### src/rtl/page_bitmap_offset_writer_defines.svh
// Assertion macros for the page bitmap offset writer.
`ifndef PAGE_BITMAP_OFFSET_WRITER_DEFINES_SVH
`define PAGE_BITMAP_OFFSET_WRITER_DEFINES_SVH

`ifndef SYNTHESIS
`define PBOW_ASSERT(label, clk, rst, prop) \
   label: assert property (@(posedge clk) disable iff (rst) prop) \
      else $error("pbow assertion failed");
`define PBOW_ASSERT_RST(label, clk, prop) \
   label: assert property (@(posedge clk) prop) \
      else $error("pbow reset assertion failed");
`else
`define PBOW_ASSERT(label, clk, rst, prop)
`define PBOW_ASSERT_RST(label, clk, prop)
`endif

`endif

### src/rtl/pbow_pkg.sv
// Package: types, constants and helpers for the page bitmap offset writer.
package pbow_pkg;

   localparam int MAX_COLUMNS = 128;
   localparam int MAX_PAGES   = 8;

   localparam int COL_W   = $clog2(MAX_COLUMNS);
   localparam int WIDTH_W = ($clog2(MAX_COLUMNS + 1) > 8) ? $clog2(MAX_COLUMNS + 1) : 8;
   localparam int PAGE_W  = ($clog2(MAX_PAGES + 1) > 4) ? $clog2(MAX_PAGES + 1) : 4;

   localparam int CMD_DEPTH = 4;
   localparam int CMD_PTR_W = $clog2(CMD_DEPTH);
   localparam int CMD_CNT_W = $clog2(CMD_DEPTH + 1);

   localparam int HDR_LEN   = 11;
   localparam int HDR_IDX_W = 4;

   localparam int CSR_IDX_W  = 2;
   localparam int CSR_DATA_W = 8;

   localparam logic [7:0] BUS_CMD_PREFIX  = 8'h00;
   localparam logic [7:0] CMD_ADDR_MODE   = 8'h20;
   localparam logic [7:0] MODE_HORIZONTAL = 8'h00;
   localparam logic [7:0] CMD_COL_ADDR    = 8'h21;
   localparam logic [7:0] CMD_PAGE_ADDR   = 8'h22;
   localparam logic [7:0] BUS_DATA_PREFIX = 8'h40;

   typedef enum logic [1:0] {
      KIND_START  = 2'd0,
      KIND_BITMAP = 2'd1,
      KIND_FLUSH  = 2'd2,
      KIND_NONE   = 2'd3
   } kind_type;

   typedef enum logic [CSR_IDX_W-1:0] {
      CSR_START_COL     = 2'd0,
      CSR_START_ROW_PIX = 2'd1,
      CSR_WIDTH         = 2'd2,
      CSR_FIELD_HEIGHT  = 2'd3
   } csr_index_type;

   typedef enum logic {
      BACK_IDLE,
      BACK_HDR
   } back_state_type;

   typedef struct packed {
      kind_type   kind;
      logic [7:0] pixel_byte;
   } req_type;

   typedef struct packed {
      logic [7:0] out_byte;
      logic       transfer_first;
      logic       transfer_last;
      logic       run_last;
   } rsp_type;

   typedef struct packed {
      logic [6:0] start_col;
      logic [5:0] start_row_pix;
      logic [7:0] width;
      logic [6:0] field_height_pix;
   } cfg_type;

   typedef struct packed {
      logic       is_start;
      logic [7:0] data;
      logic       last;
   } cmd_type;

   typedef struct packed {
      logic                 empty;
      logic [CMD_CNT_W-1:0] count;
   } queue_status_type;

   function automatic logic [WIDTH_W-1:0] eff_width(input cfg_type c);
      logic [WIDTH_W-1:0] w;
      w = WIDTH_W'(c.width);
      if (w > WIDTH_W'(MAX_COLUMNS)) begin
         w = WIDTH_W'(MAX_COLUMNS);
      end
      return w;
   endfunction

   function automatic logic [PAGE_W-1:0] eff_pages(input cfg_type c);
      logic [PAGE_W-1:0] p;
      p = PAGE_W'(c.field_height_pix[6:3]);
      if (p > PAGE_W'(MAX_PAGES)) begin
         p = PAGE_W'(MAX_PAGES);
      end
      return p;
   endfunction

   function automatic rsp_type hdr_item(input logic [HDR_IDX_W-1:0] idx, input cfg_type c);
      rsp_type            r;
      logic [WIDTH_W-1:0] w;
      logic [PAGE_W-1:0]  p;
      logic               empty;
      logic [7:0]         page0;
      logic [7:0]         end_page;
      logic [7:0]         col_end;
      w        = eff_width(c);
      p        = eff_pages(c);
      empty    = (w == '0) || (p == '0);
      page0    = 8'(c.start_row_pix[5:3]);
      end_page = page0 + 8'(p) - 8'd1 + 8'(c.start_row_pix[2:0] != 3'd0);
      col_end  = 8'(c.start_col) + 8'(w) - 8'd1;
      r        = '0;
      case (idx)
         4'd0: begin
            r.out_byte       = BUS_CMD_PREFIX;
            r.transfer_first = 1'b1;
         end
         4'd1: r.out_byte = CMD_ADDR_MODE;
         4'd2: begin
            r.out_byte      = MODE_HORIZONTAL;
            r.transfer_last = 1'b1;
         end
         4'd3: begin
            r.out_byte       = BUS_CMD_PREFIX;
            r.transfer_first = 1'b1;
         end
         4'd4: r.out_byte = CMD_COL_ADDR;
         4'd5: r.out_byte = 8'(c.start_col);
         4'd6: r.out_byte = col_end;
         4'd7: r.out_byte = CMD_PAGE_ADDR;
         4'd8: r.out_byte = page0;
         4'd9: begin
            r.out_byte      = end_page;
            r.transfer_last = 1'b1;
         end
         4'd10: begin
            r.out_byte       = BUS_DATA_PREFIX;
            r.transfer_first = 1'b1;
            r.transfer_last  = empty;
            r.run_last       = 1'b1;
         end
         default: r = '0;
      endcase
      return r;
   endfunction

endpackage

### src/rtl/pbow_front.sv
// Front end: accepts requests, tracks the window, shifts bytes and keeps the spill memory.
module pbow_front
   import pbow_pkg::*;
(
   input  logic             clock,
   input  logic             reset,
   input  logic             req_push,
   output logic             req_full,
   input  req_type          req_item,
   input  cfg_type          cfg,
   input  queue_status_type q_status,
   output logic             cmd_push,
   output cmd_type          cmd_out
);

   typedef struct packed {
      logic       is_start;
      logic [7:0] shifted;
      logic       use_rd;
      logic       last;
   } stage_type;

   logic [7:0] spill_mem [MAX_COLUMNS];

   logic [COL_W-1:0]  col_ff, col_in;
   logic [PAGE_W-1:0] page_ff, page_in;
   logic [COL_W-1:0]  flush_ff, flush_in;
   logic              active_ff, active_in;
   logic              s1_valid_ff, s1_valid_in;
   stage_type         s1_ff, s1_in;
   logic [7:0]        rd_ff;

   logic               accept;
   logic [WIDTH_W-1:0] w;
   logic [PAGE_W-1:0]  pages;
   logic [2:0]         off;
   logic [15:0]        shifted16;
   logic               bitmap_ok;
   logic               flush_ok;
   logic [WIDTH_W-1:0] col_next;
   logic [WIDTH_W-1:0] flush_next;
   logic               mem_we;
   logic [COL_W-1:0]   rd_addr;

   assign req_full = (CMD_CNT_W'(q_status.count) + CMD_CNT_W'(s1_valid_ff))
                     >= CMD_CNT_W'(CMD_DEPTH);
   assign accept   = req_push && !req_full;
   assign w        = eff_width(cfg);
   assign pages    = eff_pages(cfg);
   assign off      = cfg.start_row_pix[2:0];
   assign shifted16 = 16'(req_item.pixel_byte) << off;
   assign col_next   = WIDTH_W'(col_ff) + WIDTH_W'(1);
   assign flush_next = WIDTH_W'(flush_ff) + WIDTH_W'(1);
   assign bitmap_ok = active_ff && (page_ff < pages) && (WIDTH_W'(col_ff) < w);
   assign flush_ok  = active_ff && (off != 3'd0) && (page_ff >= pages)
                      && (WIDTH_W'(flush_ff) < w);

   always_comb begin
      col_in      = col_ff;
      page_in     = page_ff;
      flush_in    = flush_ff;
      active_in   = active_ff;
      s1_valid_in = 1'b0;
      s1_in       = '0;
      mem_we      = 1'b0;
      rd_addr     = col_ff;
      if (accept) begin
         case (req_item.kind)
            KIND_START: begin
               col_in         = '0;
               page_in        = '0;
               flush_in       = '0;
               active_in      = (w != '0) && (pages != '0);
               s1_valid_in    = 1'b1;
               s1_in.is_start = 1'b1;
            end
            KIND_BITMAP: begin
               if (bitmap_ok) begin
                  mem_we        = 1'b1;
                  s1_valid_in   = 1'b1;
                  s1_in.shifted = shifted16[7:0];
                  s1_in.use_rd  = (page_ff != '0);
                  col_in        = col_next[COL_W-1:0];
                  if (col_next >= w) begin
                     col_in  = '0;
                     page_in = page_ff + PAGE_W'(1);
                     if ((page_ff + PAGE_W'(1) >= pages) && (off == 3'd0)) begin
                        active_in  = 1'b0;
                        s1_in.last = 1'b1;
                     end
                  end
               end
            end
            KIND_FLUSH: begin
               if (flush_ok) begin
                  rd_addr      = flush_ff;
                  s1_valid_in  = 1'b1;
                  s1_in.use_rd = 1'b1;
                  flush_in     = flush_next[COL_W-1:0];
                  if (flush_next >= w) begin
                     active_in  = 1'b0;
                     s1_in.last = 1'b1;
                  end
               end
            end
            default: s1_valid_in = 1'b0;
         endcase
      end
   end

   always_ff @(posedge clock) begin
      if (mem_we) begin
         spill_mem[col_ff] <= shifted16[15:8];
      end
      rd_ff <= spill_mem[rd_addr];
   end

   always_ff @(posedge clock) begin
      if (reset) begin
         col_ff      <= '0;
         page_ff     <= '0;
         flush_ff    <= '0;
         active_ff   <= 1'b0;
         s1_valid_ff <= 1'b0;
      end else begin
         col_ff      <= col_in;
         page_ff     <= page_in;
         flush_ff    <= flush_in;
         active_ff   <= active_in;
         s1_valid_ff <= s1_valid_in;
      end
   end

   always_ff @(posedge clock) begin
      s1_ff <= s1_in;
   end

   assign cmd_push         = s1_valid_ff;
   assign cmd_out.is_start = s1_ff.is_start;
   assign cmd_out.data     = s1_ff.shifted | (s1_ff.use_rd ? rd_ff : 8'h00);
   assign cmd_out.last     = s1_ff.last;

endmodule

### src/rtl/pbow_cmd_queue.sv
// Short command queue between the front and back ends.
module pbow_cmd_queue
   import pbow_pkg::*;
(
   input  logic             clock,
   input  logic             reset,
   input  logic             push,
   input  cmd_type          push_cmd,
   input  logic             pop,
   output cmd_type          head,
   output queue_status_type status
);

   cmd_type              entry_ff [CMD_DEPTH];
   logic [CMD_PTR_W-1:0] wr_ptr_ff, wr_ptr_in;
   logic [CMD_PTR_W-1:0] rd_ptr_ff, rd_ptr_in;
   logic [CMD_CNT_W-1:0] count_ff, count_in;
   logic                 do_pop;

   assign do_pop = pop && (count_ff != '0);

   always_comb begin
      wr_ptr_in = push ? wr_ptr_ff + CMD_PTR_W'(1) : wr_ptr_ff;
      rd_ptr_in = do_pop ? rd_ptr_ff + CMD_PTR_W'(1) : rd_ptr_ff;
      count_in  = count_ff + CMD_CNT_W'(push) - CMD_CNT_W'(do_pop);
   end

   always_ff @(posedge clock) begin
      if (reset) begin
         wr_ptr_ff <= '0;
         rd_ptr_ff <= '0;
         count_ff  <= '0;
      end else begin
         wr_ptr_ff <= wr_ptr_in;
         rd_ptr_ff <= rd_ptr_in;
         count_ff  <= count_in;
      end
   end

   always_ff @(posedge clock) begin
      if (push) begin
         entry_ff[wr_ptr_ff] <= push_cmd;
      end
   end

   assign head         = entry_ff[rd_ptr_ff];
   assign status.empty = (count_ff == '0);
   assign status.count = count_ff;

endmodule

### src/rtl/pbow_back.sv
// Back end: expands start commands into header bytes, passes data commands through and buffers results.
module pbow_back
   import pbow_pkg::*;
(
   input  logic             clock,
   input  logic             reset,
   input  cfg_type          cfg,
   input  cmd_type          head,
   input  queue_status_type q_status,
   output logic             q_pop,
   output logic             rsp_empty,
   input  logic             rsp_pop,
   output rsp_type          rsp_item
);

   back_state_type       state_ff, state_in;
   logic [HDR_IDX_W-1:0] idx_ff, idx_in;
   rsp_type              out0_ff, out0_in;
   rsp_type              out1_ff, out1_in;
   logic [1:0]           out_cnt_ff, out_cnt_in;

   logic    room;
   logic    emit;
   rsp_type item;
   logic    do_pop;

   assign room   = (out_cnt_ff != 2'd2);
   assign do_pop = rsp_pop && (out_cnt_ff != 2'd0);

   always_comb begin
      state_in = state_ff;
      case (state_ff)
         BACK_IDLE: begin
            if (!q_status.empty && room && head.is_start) begin
               state_in = BACK_HDR;
            end
         end
         BACK_HDR: begin
            if (room && (idx_ff == HDR_IDX_W'(HDR_LEN - 1))) begin
               state_in = BACK_IDLE;
            end
         end
         default: state_in = BACK_IDLE;
      endcase
   end

   always_comb begin
      emit   = 1'b0;
      item   = '0;
      q_pop  = 1'b0;
      idx_in = idx_ff;
      case (state_ff)
         BACK_IDLE: begin
            if (!q_status.empty && room) begin
               emit = 1'b1;
               if (head.is_start) begin
                  item   = hdr_item('0, cfg);
                  idx_in = HDR_IDX_W'(1);
               end else begin
                  item.out_byte      = head.data;
                  item.transfer_last = head.last;
                  item.run_last      = 1'b1;
                  q_pop              = 1'b1;
               end
            end
         end
         BACK_HDR: begin
            if (room) begin
               emit   = 1'b1;
               item   = hdr_item(idx_ff, cfg);
               idx_in = idx_ff + HDR_IDX_W'(1);
               if (idx_ff == HDR_IDX_W'(HDR_LEN - 1)) begin
                  q_pop = 1'b1;
               end
            end
         end
         default: emit = 1'b0;
      endcase
   end

   always_comb begin
      out0_in    = out0_ff;
      out1_in    = out1_ff;
      out_cnt_in = out_cnt_ff + 2'(emit) - 2'(do_pop);
      case (out_cnt_ff)
         2'd0: begin
            if (emit) out0_in = item;
         end
         2'd1: begin
            if (emit && do_pop) begin
               out0_in = item;
            end else if (emit) begin
               out1_in = item;
            end
         end
         2'd2: begin
            if (do_pop) out0_in = out1_ff;
         end
         default: out_cnt_in = out_cnt_ff;
      endcase
   end

   always_ff @(posedge clock) begin
      if (reset) begin
         state_ff   <= BACK_IDLE;
         idx_ff     <= '0;
         out_cnt_ff <= '0;
      end else begin
         state_ff   <= state_in;
         idx_ff     <= idx_in;
         out_cnt_ff <= out_cnt_in;
      end
   end

   always_ff @(posedge clock) begin
      out0_ff <= out0_in;
      out1_ff <= out1_in;
   end

   assign rsp_empty = (out_cnt_ff == 2'd0);
   assign rsp_item  = out0_ff;

endmodule

### src/rtl/page_bitmap_offset_writer.sv
// Top level: page-organized bitmap writer with vertical pixel offset.
//
// Requests enter through req_push/req_full: start (emits 11 header bytes),
// bitmap byte (one data byte, shifted by the row offset and merged with the
// spill of the page above) or flush (one byte of the final spill page).
// Stray requests are taken and give no result.
// Results leave through rsp_empty/rsp_pop, oldest first, one per pop.
// Registers are written through csr_we/csr_index/csr_wdata; the user must
// write them only while idle, the block does not enforce it. Results pass
// the front stage, command queue and result buffer registers. Throughput:
// one bitmap or flush request per cycle while req_full is low; a start
// emits one header byte per cycle while the buffer has room. Spill memory
// is read at the current or flush column, written at the current column.
// A four-entry command queue decouples front and back; the two-entry result
// buffer lets the back end keep working while a result waits. When rsp_pop
// stays low the buffers fill and req_full rises. Reset clears counters,
// queues and registers (width 128, height 64); spill memory is not cleared.
`include "page_bitmap_offset_writer_defines.svh"

module page_bitmap_offset_writer
   import pbow_pkg::*;
(
   input  logic                  clock,
   input  logic                  reset,
   input  logic                  req_push,
   output logic                  req_full,
   input  req_type               req_item,
   output logic                  rsp_empty,
   input  logic                  rsp_pop,
   output rsp_type               rsp_item,
   input  logic                  csr_we,
   input  logic [CSR_IDX_W-1:0]  csr_index,
   input  logic [CSR_DATA_W-1:0] csr_wdata
);

   cfg_type          cfg_ff, cfg_in;
   logic             cmd_push;
   cmd_type          cmd_in;
   cmd_type          q_head;
   logic             q_pop;
   queue_status_type q_status;

   always_comb begin
      cfg_in = cfg_ff;
      if (csr_we) begin
         case (csr_index_type'(csr_index))
            CSR_START_COL:     cfg_in.start_col        = csr_wdata[6:0];
            CSR_START_ROW_PIX: cfg_in.start_row_pix    = csr_wdata[5:0];
            CSR_WIDTH:         cfg_in.width            = csr_wdata[7:0];
            CSR_FIELD_HEIGHT:  cfg_in.field_height_pix = csr_wdata[6:0];
            default:           cfg_in = cfg_ff;
         endcase
      end
   end

   always_ff @(posedge clock) begin
      if (reset) begin
         cfg_ff.start_col        <= 7'd0;
         cfg_ff.start_row_pix    <= 6'd0;
         cfg_ff.width            <= 8'd128;
         cfg_ff.field_height_pix <= 7'd64;
      end else begin
         cfg_ff <= cfg_in;
      end
   end

   pbow_front u_front (
      .clock    (clock),
      .reset    (reset),
      .req_push (req_push),
      .req_full (req_full),
      .req_item (req_item),
      .cfg      (cfg_ff),
      .q_status (q_status),
      .cmd_push (cmd_push),
      .cmd_out  (cmd_in)
   );

   pbow_cmd_queue u_queue (
      .clock    (clock),
      .reset    (reset),
      .push     (cmd_push),
      .push_cmd (cmd_in),
      .pop      (q_pop),
      .head     (q_head),
      .status   (q_status)
   );

   pbow_back u_back (
      .clock     (clock),
      .reset     (reset),
      .cfg       (cfg_ff),
      .head      (q_head),
      .q_status  (q_status),
      .q_pop     (q_pop),
      .rsp_empty (rsp_empty),
      .rsp_pop   (rsp_pop),
      .rsp_item  (rsp_item)
   );

   `PBOW_ASSERT(a_queue_bound, clock, reset, q_status.count <= CMD_CNT_W'(CMD_DEPTH))
   `PBOW_ASSERT(a_no_push_full, clock, reset, cmd_push |-> (q_status.count < CMD_CNT_W'(CMD_DEPTH)))
   `PBOW_ASSERT(a_pop_not_empty, clock, reset, q_pop |-> !q_status.empty)
   `PBOW_ASSERT_RST(a_reset_empty, clock, reset |=> (rsp_empty && q_status.empty))

endmodule
### config.mk
export PLATFORM = sky130hd
export DESIGN_NAME = page_bitmap_offset_writer
export DESIGN_NICKNAME = d
export VERILOG_FILES = /design/src/rtl/pbow_pkg.sv /design/src/rtl/pbow_front.sv /design/src/rtl/pbow_cmd_queue.sv /design/src/rtl/pbow_back.sv /design/src/rtl/page_bitmap_offset_writer.sv
export VERILOG_INCLUDE_DIRS = /design/src /design/src/rtl
export SDC_FILE = /design/constraint.sdc
export NUM_CORES = 1
export LEC_CHECK = 0
export BUFFER_PORTS_ARGS = -buffer_cell sky130_fd_sc_hd__buf_2
export CELL_PAD_IN_SITES_DETAIL_PLACEMENT = 1
export CELL_PAD_IN_SITES_GLOBAL_PLACEMENT = 2
export CORE_MARGIN = 1
export CORE_UTILIZATION = 50
export DETAILED_ROUTE_END_ITERATION = 16
export PLACE_DENSITY_LB_ADDON = 0.2
export SLEW_MARGIN = 20
export SYNTH_ARGS = -nofsm -noshare
export SYNTH_HDL_FRONTEND = slang
export SYNTH_SLANG_ARGS = --single-unit
### constraint.sdc
create_clock -name clock -period 12.8 [get_ports clock]
set_input_delay 0.64 -clock clock [delete_from_list [all_inputs] [get_ports clock]]
set_output_delay 0.64 -clock clock [all_outputs]
set_load 0.03 [all_outputs]
Word-level counts from Yosys, hierarchy flattened
Memory sizes are Yosys's and may differ from the RTL's. A register that Yosys moved wholly into a read port is not among the register bits.
Cells that the tools add are included.

word-level totals
  register bits = 95
  memory bits (writable) = 1064
  input port bits = 25
  output and inout port bits = 13
  word-level logic and storage cells = 209
  memories kept = 2

memory list
  memory             depth  width  rd ports  clocked after memory_dff  wr ports  line                  text
  u_front.spill_mem  128    8      1         1                         1         pbow_front.sv:23      logic [7:0] spill_mem [MAX_COLUMNS];
  u_queue.entry_ff   4      10     1         1                         1         pbow_cmd_queue.sv:14  cmd_type entry_ff [CMD_DEPTH];

cells by class
  $add $sub $neg = 15
  magnitude comparators = 10
  equality and inequality tests = 29
  shift operators = 1
  muxes and demuxes = 70
  bitwise operators = 4
  reduce and logical (&&, ||, !) cells = 51

operators with widths
  cell                                                                 count
  8-bit one-hot mux with 8 select lines                                1
  11-bit 2-to-1 mux                                                    5
  7-bit 2-to-1 mux                                                     6
  8-bit 2-to-1 mux                                                     5
  11-bit one-hot mux with 3 select lines                               1
  4-bit 2-to-1 mux                                                     8
  7-bit one-hot mux with 2 select lines                                2
  1-bit 2-to-1 mux                                                     27
  11-bit one-hot mux with 2 select lines                               1
  2-bit by 1-bit != test with 1-bit output (second input constant)     10
  7-bit by 1-bit adder with 8-bit output (second input constant)       2
  4-bit by 3-bit == test with 1-bit output (second input constant)     4
  8-bit >= comparator                                                  2
  7-bit by 8-bit < comparator with 1-bit output                        2
  4-bit one-hot mux with 2 select lines                                2
  8-bit by 3-bit left shift with 16-bit output                         1
  8-bit by 1-bit subtractor with 8-bit output (second input constant)  2
  3-bit AND reduction                                                  5
  1-bit logical AND                                                    14
  4-bit == test (second input constant)                                3
  3-bit nonzero test                                                   4
  2-bit 2-to-1 mux                                                     5
  4-bit by 1-bit adder with 4-bit output (second input constant)       2
  7-bit by 8-bit adder with 8-bit output                               1
  other kinds (36)                                                     65

Depth between registers and ports, before layout
  word-level depth = 12
  gate-level depth with buffers = 18
  depth with buffers taken out = 17

Modules after synthesis
Synthesis repeated with hierarchy kept, for this count alone.

second synthesis, totals
  cell total of the unflattened synthesis = 3199
  area, all modules = 43928.4 um2

modules (own cells, without submodules)
  module                     times used  cells an instance  area an instance (um2)  seq. area each (um2)
  pbow_front                 1           2717               38399.3                 27666.5
  pbow_back                  1           280                2477.4                  800.8
  pbow_cmd_queue             1           96                 1911.8                  1381.3
  page_bitmap_offset_writer  1           106                1139.8                  560.5

Worst setup path before layout
OpenSTA, ideal clock, no wires.

  kind = reg-to-reg
  from = register cfg_ff[16] (netlist bit)
  to = memory u_front.spill_mem[0][1] (data pin)
  arrival = 5.856 ns
  required time = 11.603 ns
  setup slack = 5.747 ns
  cell stages (with the launch flop) = 5
  cells stage by stage = dfxtp_1 > buf_2 > buf_1 > nand2_1 > o21ai_0

on the way
  cells in the longest elaborated chain, start to end = 1

ends and longest elaborated chain
  what                                          line                             text
  from (decl)                                   page_bitmap_offset_writer.sv:36  cfg_type cfg_ff, cfg_in;
  from (signal assigned)                        page_bitmap_offset_writer.sv:63  cfg_ff <= cfg_in;
  8-bit by 3-bit left shift with 16-bit output  pbow_front.sv:51                 assign shifted16 = 16'(req_item.pixel_byte) << off;
  net u_front.shifted16[9]                      pbow_front.sv:37                 logic [15:0] shifted16;
  to (decl)                                     pbow_front.sv:23

The timed path passes the listed nets, and every way through them passes these cells.

Final worst setup path
  from = register cfg_ff[14] (netlist bit)
  to = register u_front.rd_ff[3], read port of u_front.spill_mem

on the way
  cells in the longest elaborated chain, start to end = 7

ends and longest elaborated chain
  what                                             line              text
  8-bit greater-than comparator                    n/a
  8-bit 2-to-1 mux *                               n/a
  7-bit by 8-bit < comparator with 1-bit output *  pbow_front.sv:56  && (WIDTH_W'(flush_ff) < w);
  1-bit logical AND *                              pbow_front.sv:56
  7-bit 2-to-1 mux *                               pbow_front.sv:95  if (flush_ok) begin
  7-bit 2-to-1 mux *                               pbow_front.sv:68  case (req_item.kind)
  7-bit 2-to-1 mux *                               pbow_front.sv:67  if (accept) begin
  to (decl)                                        pbow_front.sv:31  logic [7:0] rd_ff;

Mark *: on every way between the ends. The rest lies on a longest branch, timed or not.
A chain may end at the register's enable or synchronous reset.

==> metrics.md <==
| Metric | Value |
|---|---|
| Cell Rows | around 110 |
| Tot Pwr | between 6 and 7 mW |
| IO buf count | 37 |
| Period utilisation layout | 57.7% |
| Adder-cell share of the synthesized area | 2.35% |
| DRC Markers | 0 |
| Clock Sinks | between 1,000 and 1,500 |
| HP Class | in -> reg |
| Required time of the critical path | 13.42 ns |
| Reg2Reg Depth | 15 |
| CTS H-tree lvls | 3 |
| Final Skew | roughly 0.019 ns |
| Avg Vias per Cell | 6.15 |
| Seq cells post-synth | 1,037 |
| Dpl ws | ~5.7 ns |
| Max_cap viols | 0 |
| Sequential share of the synthesized area | between 70% and 80% |
| Largest family of logic cells by synthesized area | multiplexers |
| Worst Tran Pin Value | between 1 and 1.5 ns |
| Synth warnings | 0 |
| Net Sw Power | approximately 1.5 mW |
| Non-filler instance count after layout | around 4,200 |
| Mux cell area share after synthesis | a little under a tenth |
| Mapped Area | ~43,000 um^2 |
| Ys async rst share | 0% |
| CTS root buf | clkbuf_16 |
| Most frequent cell after synthesis | edfxtp_1 |
| Top-area cell type share of the netlist area | between 60% and 70% |
| IO Count | 38 |
| Area leader, netlist | edfxtp_1 |
| Flop2flop setup slack | around 5.4 ns |
| Die outline width | approximately 300 um |
| Tmin final | between 7 and 8 ns |
| XOR/XNOR Fraction of Synth Area | 0.587% |
| CTS Hold Bufs | 0 |
| Worst skew pair latency | ~0.7 ns |
| GR Overflow Total | 0 |
| Post-synth EDFFs | around 960 |
| P_leak | between 15 and 20 nW |
| Cell Area, Placed | between 40,000 and 50,000 um^2 |
| Clock transition at path regs | around 0.060 ns |
| Vias in the first global route | 26,800 |
| Setup Total Neg Slack | 0 ns |
| Simple-Gate Fraction of Synth Area | approximately 7.4% |
| HP Start | csr_wdata[7] |
| Logic pwr share | 3.3% |
| Post-synth cell types | 61 |
| Sequential power share | 52.9% |
| First-pass GRT wire length | approximately 180,000 um |
| WL/cell | roughly 28 um |
| Routed wl met2 | around 57,000 um |
| Ys flop type | edfxtp_1 |
| Post-CTS Setup Bufs | 0 |
| Pwr Density | around 150 nW/um^2 |
| RSZ-0062 raised after global routing | false |
| Setup Crit Path Kind | reg -> reg |
| Final-layout fill cell count | 8,119 |
| ANT nets after route | 0 |
| Internal Power | between 5 and 6 mW |
| Post-route cell area | 48,100 um^2 |
| Core outline area | about 85,000 um^2 |
| Setup Viol. Count Final | 0 |
| CTS tree | done |
| Total GRT Usage | a little over a quarter |
| Final worst setup slack | between 5 and 6 ns |
| Peak VDD IR | approximately 120 uV |
| Routed length on met3 | approximately 6800 um |
| Routed WL | 119,000 um |
| Die area | just under 90,000 um^2 |
| Worst r2r dst | u_front.rd_ff[3] |
| Gpl congestion | between 0.8 and 0.9 |
| Fin. max-slew vios | 0 |
| HPWL reported at the end of detailed placement | 73,900 um |
| Most instantiated cells after synthesis | edfxtp_1, mux2i_1, nand2_1 |
| Syn-to-layout area delta | 11.2% |
| Layout Nets | a little over 3,000 |
| Die Ht | about 300 um |
| Syn avg cell area | 14.4 um^2 |
| Vias after detailed routing | between 20,000 and 30,000 |
| Ranking of synthesized cells by area | edfxtp_1, mux2i_1, dfxtp_1, nand2_1, ha_1 |
| Util after Layout | a little under three fifths |
| Worst hold stages | 3 |
| WHS | roughly 0.22 ns |
| Syn Nets | between 3,000 and 4,000 |
| Uppermost layer routed | met4 |
| M1 WL | about 50,000 um |
| CTS Buf Count | about 110 |
| Number of DRC markers after the initial detailed-route iteration | 2,183 |
| Endpoints failing hold | 0 |
| Max transition margin | a little over a fifth |
| CP endpoint kind | register |
| Reg2Reg Launch Point | cfg_ff[14] |
| Sw Share | between 20% and 30% |
| Crit path max fanout | 73 |
| Longest Clk Path Bufs | 3 |
| Clk pwr share | between 40% and 50% |
| Dpl cells | between 4,000 and 5,000 |
| Compound-Gate Fraction of Synth Area | 7.76% |
| Largest net degree at the start of global routing | 116 |
| Worst setup SP type | register |
| Initial Util | 50.6% |
| Syn Inst Count | around 3,000 |
| WP data arrival | roughly 8.0 ns |
| WHS Endpoint | cfg_ff[14] |
| Antenna cells | 0 |
| Status | finished, final reports clean |
| Highest clock rate | 135 MHz |
| Layout cells sized above 1 | roughly a tenth |
| Post-CTS sizing | 0 |
| Antenna violations before repair | 1 |
| 1st-pass router iterations | 5 |
==> metal layers <==
layer / global-route usage [%] / vias to the layer above
met4: 9.32 / 0
li1: - / 11600
met3: 4.39 / 173
met2: 44.5 / 768
met1: 37.3 / 13600
met5: 0 / -
==> state kept, by name, summed over array words and instances, names as in the netlist, named ones only <==
| name | cells |
|---|---|
| u_queue.rd_ptr_ff | 2 |
| u_front.rd_ff | 7 |
| u_queue.entry_ff | 40 |
| u_back.idx_ff | 4 |
| u_front.s1_ff | 9 |
| u_back.out1_ff | 11 |
| u_front.cmd_out | 2 |
| u_front.spill_mem | 896 |
| u_front.col_ff | 7 |
| u_front.active_ff | 1 |
| u_front.flush_ff | 7 |
| cfg_ff | 25 |
| u_back.state_ff | 1 |
| u_front.page_ff | 4 |
| u_front.cmd_push | 1 |
| u_queue.wr_ptr_ff | 2 |
| u_back.rsp_item | 11 |
| u_back.out_cnt_ff | 2 |
| u_queue.count_ff | 3 |
==> cells in the final DEF (no fill, tap or decap), types with 33 or more instances in the layout <==
master,synthesis,layout
dfxtp_1,79,79
o221ai_1,98,98
a221oi_1,70,70
ha_1,78,78
edfxtp_1,958,958
o21ai_0,38,33
inv_1,71,71
nor4_1,40,35
nand3_1,64,61
buf_2,33,37
buf_4,17,51
clkbuf_16,0,109
mux2i_1,360,357
a21oi_1,128,128
a31oi_1,45,45
nor2_1,212,208
o22ai_1,37,37
nand2_1,307,305
==> worst max-delay path, stage by stage (launching register included) <==
cell	delay (ns)
dfxtp_1	0.37
inv_1	0.33
nand2_1	0.24
ha_1	0.36
a21o_1	0.18
a311o_1	0.39
nor4b_4	0.25
buf_4	0.46
mux2_8	0.73
buf_4	0.82
nor2_4	0.25
buf_4	0.40
a221oi_1	0.63
o22ai_1	0.33
nor4_1	1.01
and3_1	0.29
==> how the worst max path moves through the flow <==
stage	startpoint	to	slack [ns]	depth (start not counted)
2_1_floorplan	cfg_ff[16]	u_front.spill_mem[0][1]	5.75	4
3_3_place_gp	cfg_ff[14]	u_front.rd_ff[6]	5.72	15
3_5_place_dp	cfg_ff[14]	u_front.rd_ff[3]	5.66	15
4_1_cts	cfg_ff[14]	u_front.rd_ff[3]	5.62	15
5_1_grt	cfg_ff[14]	u_front.rd_ff[3]	5.24	15
6_report	cfg_ff[14]	u_front.rd_ff[3]	5.42	15
==> area by class of cell <==
cell class,count,area (um^2),area share (%)
well taps,1144,1430,2.98
clock inverters,63,557,1.16
repair buffers,89,588,1.22
flip-flops and latches,1037,30300,63.1
clock buffers,134,2880,5.99
multi-input cells,1703,12000,25.0
inverters,71,267,0.554
==> cell families (layout without fill, tap and decap cells) <==
family,Yosys count,after routing
muxes,378,378
and+or+nand+nor,731,731
DFF,1037,1037
AOI/OAI and AO/OA,485,485
adders and majority gates,80,80
buffers and inverters,255,357
xor gates and xnor gates,29,29
==> power by group through the flow <==
| stage | Combinational (mW) | Sequential [mW] | Clock (mW) |
|---|---|---|---|
| final | 0.230 | 3.70 | 3.06 |
| after CTS | 0.232 | 3.70 | 3.09 |
| after floorplan | 0.142 | 3.78 | 0 |
| after detailed placement | 0.231 | 3.77 | 0 |
| after global placement | 0.223 | 3.77 | 0 |
| after global routing | 0.251 | 3.70 | 3.20 |
Power figures use the tool's default switching activity.
